===== config.mk =====
export PLATFORM = sky130hd
export DESIGN_NAME = bpme_fit_unit
export DESIGN_NICKNAME = d
export VERILOG_FILES = /design/src/sv/bpme_pkg.sv /design/src/sv/bpme_fit_unit.sv
export SDC_FILE = /design/constraint.sdc
export NUM_CORES = 1
export LEC_CHECK = 0
export ABC_CLOCK_PERIOD_IN_PS = 8600
export BUFFER_PORTS_ARGS = -buffer_cell sky130_fd_sc_hd__buf_2
export CORE_MARGIN = 2
export CORE_UTILIZATION = 55
export CTS_CLUSTER_DIAMETER = 80
export CTS_CLUSTER_SIZE = 30
export DETAILED_ROUTE_END_ITERATION = 12
export GPL_TIMING_DRIVEN = 0
export PLACE_DENSITY = 0.75
export SYNTH_ARGS = -nofsm -noshare
export SYNTH_HDL_FRONTEND = slang
export SYNTH_SLANG_ARGS = --single-unit

===== constraint.sdc =====
create_clock -name clk -period 8.6 [get_ports clk]
set_input_delay 0.43 -clock clk [delete_from_list [all_inputs] [get_ports clk]]
set_output_delay 0.43 -clock clk [all_outputs]
set_load 0.1 [all_outputs]

===== src/sv/bpme_pkg.sv =====
// Shared types, constants and small helpers for the bin-packing move evaluator.
// No dependencies; the top level and the fitness unit refer to it by scoped names, the bench imports it.
package bpme_pkg;

  localparam int USAGE_W    = 20;
  localparam int FIT_W      = 40;
  localparam int CAP_W      = 16;
  localparam int DEM_W      = 16;
  localparam int IDX_W      = 6;
  localparam int CNT_CFG_W  = 7;
  localparam int OUT_SUM_W  = 46;
  localparam int OUT_CNT_W  = 7;
  localparam int CFG_IDX_W  = 3;
  localparam int CFG_DATA_W = 16;

  localparam logic [USAGE_W-1:0]   USAGE_MAX = '1;
  localparam logic [OUT_SUM_W-1:0] SUM_MAX   = '1;
  localparam logic [OUT_CNT_W-1:0] COUNT_MAX = '1;

  // Register indexes on the configuration port
  localparam logic [CFG_IDX_W-1:0] REG_MACHINE_COUNT = 3'd0;
  localparam logic [CFG_IDX_W-1:0] REG_FIRST_TYPE    = 3'd1;
  localparam logic [CFG_IDX_W-1:0] REG_CPU_CAP_A     = 3'd2;
  localparam logic [CFG_IDX_W-1:0] REG_RAM_CAP_A     = 3'd3;
  localparam logic [CFG_IDX_W-1:0] REG_CPU_CAP_B     = 3'd4;
  localparam logic [CFG_IDX_W-1:0] REG_RAM_CAP_B     = 3'd5;

  typedef enum logic [1:0] {
    ACT_PLACE  = 2'd0,
    ACT_REMOVE = 2'd1,
    ACT_MOVE   = 2'd2,
    ACT_NONE   = 2'd3
  } action_t;

  // One machine entry of the state memory
  typedef struct packed {
    logic [USAGE_W-1:0] cpu;
    logic [USAGE_W-1:0] ram;
    logic [FIT_W-1:0]   fit;
  } mach_t;

  localparam int MACH_W = $bits(mach_t);

  // Side data carried along the fitness pipeline
  typedef struct packed {
    logic               cand;
    logic [USAGE_W-1:0] cpu;
    logic [USAGE_W-1:0] ram;
  } fit_tag_t;

  // Capacity configuration seen by the fitness unit
  typedef struct packed {
    logic [CNT_CFG_W-1:0] first_type;
    logic [CAP_W-1:0]     cpu_a;
    logic [CAP_W-1:0]     ram_a;
    logic [CAP_W-1:0]     cpu_b;
    logic [CAP_W-1:0]     ram_b;
  } cap_t;

  function automatic logic [USAGE_W-1:0] sat_add(input logic [USAGE_W-1:0] a,
                                                 input logic [DEM_W-1:0] b);
    logic [USAGE_W:0] s;
    s = {1'b0, a} + {{(USAGE_W - DEM_W + 1){1'b0}}, b};
    return s[USAGE_W] ? USAGE_MAX : s[USAGE_W-1:0];
  endfunction

  function automatic logic [USAGE_W-1:0] clamp_sub(input logic [USAGE_W-1:0] a,
                                                   input logic [DEM_W-1:0] b);
    logic [USAGE_W-1:0] bx;
    bx = {{(USAGE_W - DEM_W){1'b0}}, b};
    return (a > bx) ? (a - bx) : '0;
  endfunction

endpackage


===== src/sv/bpme_fit_unit.sv =====
// Three-stage machine fitness pipeline: input register, excess over capacity,
// product and selection. Depends on bpme_pkg.
module bpme_fit_unit #(
  parameter int AW = 6
) (
  input  logic                            clk,
  input  logic                            rst_n,
  input  logic                            flush,
  input  bpme_pkg::cap_t                  cap,
  input  logic                            req_vld,
  input  logic [AW-1:0]                   req_idx,
  input  bpme_pkg::fit_tag_t              req_tag,
  output logic                            res_vld,
  output logic [AW-1:0]                   res_idx,
  output bpme_pkg::fit_tag_t              res_tag,
  output logic [bpme_pkg::FIT_W-1:0]      res_fit
);

  localparam int TW = (AW > bpme_pkg::CNT_CFG_W) ? AW : bpme_pkg::CNT_CFG_W;

  logic                               vld0_r, vld1_r, vld2_r;
  logic [AW-1:0]                      idx0_r, idx1_r, idx2_r;
  bpme_pkg::fit_tag_t                 tag0_r, tag1_r, tag2_r;
  logic [bpme_pkg::USAGE_W-1:0]       ce1_r, re1_r;
  logic [bpme_pkg::FIT_W-1:0]         fit2_r;

  logic                               type_a;
  logic [bpme_pkg::USAGE_W-1:0]       ccap, rcap, ce_nxt, re_nxt;
  logic [bpme_pkg::FIT_W-1:0]         prod, fit_nxt;

  // Stage 1: excess of each resource over the machine type's capacity
  always_comb begin
    type_a = TW'(idx0_r) < TW'(cap.first_type);
    ccap   = bpme_pkg::USAGE_W'(type_a ? cap.cpu_a : cap.cpu_b);
    rcap   = bpme_pkg::USAGE_W'(type_a ? cap.ram_a : cap.ram_b);
    ce_nxt = (tag0_r.cpu > ccap) ? (tag0_r.cpu - ccap) : '0;
    re_nxt = (tag0_r.ram > rcap) ? (tag0_r.ram - rcap) : '0;
  end

  // Stage 2: single excess, or the product when both are over
  assign prod = ce1_r * re1_r;

  always_comb begin
    if (ce1_r == '0) begin
      fit_nxt = bpme_pkg::FIT_W'(re1_r);
    end else if (re1_r == '0) begin
      fit_nxt = bpme_pkg::FIT_W'(ce1_r);
    end else begin
      fit_nxt = prod;
    end
  end

  always_ff @(posedge clk) begin
    if (!rst_n || flush) begin
      vld0_r <= 1'b0;
      vld1_r <= 1'b0;
      vld2_r <= 1'b0;
    end else begin
      vld0_r <= req_vld;
      vld1_r <= vld0_r;
      vld2_r <= vld1_r;
    end
    idx0_r <= req_idx;
    tag0_r <= req_tag;
    idx1_r <= idx0_r;
    tag1_r <= tag0_r;
    ce1_r  <= ce_nxt;
    re1_r  <= re_nxt;
    idx2_r <= idx1_r;
    tag2_r <= tag1_r;
    fit2_r <= fit_nxt;
  end

  assign res_vld = vld2_r;
  assign res_idx = idx2_r;
  assign res_tag = tag2_r;
  assign res_fit = fit2_r;

endmodule


==> metrics.yaml <==
finish:
  drive_above_1_share: 0.1069
  antenna_cells: 0
  syn_to_final_growth_pct: 10.43
  final_area_mm2: 0.02317
  nets: 3099
grt:
  grt_pass1_vias: 17234
  overflow: 0
  grt_max_degree: 31
  grt_usage: 0.3099
  antenna_found_initial: 3
  grt_pass1_wl_um: 92660
timing:
  hold_ws_ps: 14.26
  max_clock_freq_ghz: 0.1317
  setup_slack_ps: 1006
  skew_ps: 38.04
  finalHoldViolCount: 0
  worstMarginPinSlew_ps: 1048
  maxSlewViolCount: 0
  setup_viol: 0
  fin_crit_sh: 0.8830
  fin_crit_ps: 7594
  fin_setup_tns_ps: 0
  slew_headroom: 0.2961
  rsz0062_at_grt: "no"
logic_synthesis:
  synth_fp_nets: 2862
  synth_compound_area_frac: 0.07145
  synth_area_leaders: "fa_1, dfxtp_1, ha_1, and2_1, inv_1"
  synth_top_cell_by_area: "fa_1"
  postSynthCellCount: 2231
  synthSimpleGateAreaFrac: 0.1631
  synth_ff_type: "dfxtp_1"
  async_flop_share: 0
  synth_seq_cells: 224
  yosysUniqueCellTypes: 60
  synth_area_mm2: 0.02098
  synth_xor_area_frac: 0.02213
  synth-seq-area-share: 0.2138
  synth.area.mux_share: 0.02362
  synth_top_family_by_area: "adder cells"
  yosysWarnings: 0
  syn_avg_cell_area_um2: 9.403
  synth-edff-count: 0
  yosys.area.top_type_share: 0.3073
  synthAdderAreaFrac: 0.4188
routing:
  vias: 16478
  detail_route.vias_per_cell: 5.528
  first_pass_iters: 6
  antenna_left: 0
  wire_per_inst_um: 19.65
  routed_wl_um: 58560
  drc: 0
  drtIter0Drc: 1190
worst_hold_path:
  hp-class: "input port to flop"
  worstHoldPathCells: 1
placed_design:
  gp_congestion: 0.9823
  dpl.hpwl_um: 47050
  placed_cell_area_mm2: 0.02266
  dp_slack_ps: 1188
  io_buffers: 209
floorplan:
  initial_core_util: 0.5583
  pin_count: 210
  core_mm2: 0.03758
  core.rowCount: 71
  die_x_um: 199.3
  die_h_um: 199.3
  die_area_mm2: 0.03972
cts:
  clk_pin_slew_ps: 110
  cts_tree: "built"
  cts_buffer_depth: 3
  postCtsHoldBufs: 0
  clk_latency_ps: 510
  htreeDepth: 1
  ctsResizeCount: 0
  cts_setup_buffers: 0
  clock-root-buffer: "clkbuf_16"
  cts_sinks: 224
  numCtsBuffers: 12
critical_path:
  cp_data_arrival_time_ps: 7950
  path_class: "flop to flop"
  cp.required_ps: 8960
  endpoint_kind: "flop"
  cp-start-kind: "flop"
  worstPathMaxFanout: 10
  reg2regPathDepth: 23
run_status:
  status: "complete, no violations"
job:
  cap_violations: 0
## flip-flops by register name, indices dropped and copies added, names as in the netlist
signal / flops
res_tag: 41
tag0_r: 41
tag1_r: 41
res_fit: 40
ce1_r: 20
re1_r: 20
idx0_r: 6
idx1_r: 6
res_idx: 6
res_vld: 1
vld0_r: 1
vld1_r: 1
## layout make-up
type	instances	area, µm²
Buffer	108	420.4
Clock buffer	13	314.1
Clock inverter	3	48.80
Fill cell	3148	14410
Inverter	375	1408
Multi-Input combinational cell	1524	14670
Sequential cell	224	4484
Tap cell	511	639.4
Timing Repair Buffer	223	1186
## layout by cell type (no fill, tap or decap), types with 11 or more instances in the layout
cell / netlist / routed
a21o_1: 36 / 36
xor2_1: 22 / 22
nor3_1: 24 / 24
nand2_1: 236 / 236
nand4_1: 19 / 19
o21ai_0: 57 / 57
clkbuf_1: 96 / 96
mux2i_1: 36 / 36
nor2_1: 86 / 86
clkbuf_16: 0 / 12
inv_1: 375 / 375
dlygate4sd3_1: 0 / 14
buf_2: 12 / 221
nor2b_1: 13 / 13
nor4_1: 17 / 17
and2_1: 229 / 229
o21a_1: 13 / 13
a211oi_1: 11 / 11
fa_1: 322 / 322
xnor2_1: 31 / 31
dfxtp_1: 224 / 224
ha_1: 187 / 187
nand3_1: 19 / 19
mux2_2: 12 / 12
a21oi_1: 62 / 62
## Yosys cell counts, types with 4 or more instances
cell        n
o31ai_1     4
clkbuf_1   96
o211ai_1    5
inv_1     375
o21a_1     13
buf_2      12
nand2_1   236
fa_1      322
nor4_1     17
a22oi_1     6
o21bai_1    6
xor2_1     22
and2_1    229
a21o_1     36
nand3_1    19
dfxtp_1   224
mux2_2     12
and3_1      6
nand4_1    19
o21ai_0    57
or3_1       6
nor3_1     24
mux2i_1    36
or2_2       4
nor2b_1    13
xnor2_1    31
a211oi_1   11
nand2b_1    6
o21ai_1     5
nor3b_1     5
a21oi_1    62
nor2_1     86
ha_1      187
a31oi_1     6
## layer usage
layer,share of wire,global-route usage
met2,0.46,0.5137
met1,0.39,0.3928
met5,0,0
met3,0.086,0.04405
met4,0.064,0.1689
## through the flow
stage	util	cells
final	0.6165	2981
after global routing	0.6165	2981
after CTS	0.6128	2967
after detailed placement	0.6031	2951
after global placement	0.6031	2951
after floorplan	-	2231
## path summary, 6_finish.rpt
kind	startpoint	slack, ps	end
setup reg to reg	ce1_r[7]$_SDFF_PP0_	1010	res_fit[33]$_SDFF_PP0_
setup / recovery	ce1_r[7]$_SDFF_PP0_	1010	res_fit[33]$_SDFF_PP0_
hold reg to reg	tag0_r[40]$_DFF_P_	330	tag1_r[40]$_DFF_P_
hold / removal	req_idx[3]	10	idx0_r[3]$_DFF_P_
## worst max-delay path, stage by stage (launching register included)
cell and delay, ps:
dfxtp_1 430, clkbuf_1 730, nand2_1 180, fa_1 570, inv_1 50, fa_1 500, inv_1 60, fa_1 530
inv_1 50, fa_1 490, fa_1 440, fa_1 490, inv_1 60, fa_1 490, inv_1 50, ha_1 470
nand2_1 130, nor2_1 340, nand2_1 110, a211oi_2 410, nor2_1 230, o41ai_2 420, xnor2_1 160, nor2_1 50
## logic make-up after synthesis
group	after synthesis
AND/OR/NAND/NOR	680
adder cells (fa/ha/maj)	509
buffers and inverters	483
AO/OA/AOI/OAI	234
flip-flops	224
XOR/XNOR	53
multiplexers	48
Power is not shown: default switching activity piles up to over one toggle a cycle in this logic, so the estimate is an artifact.
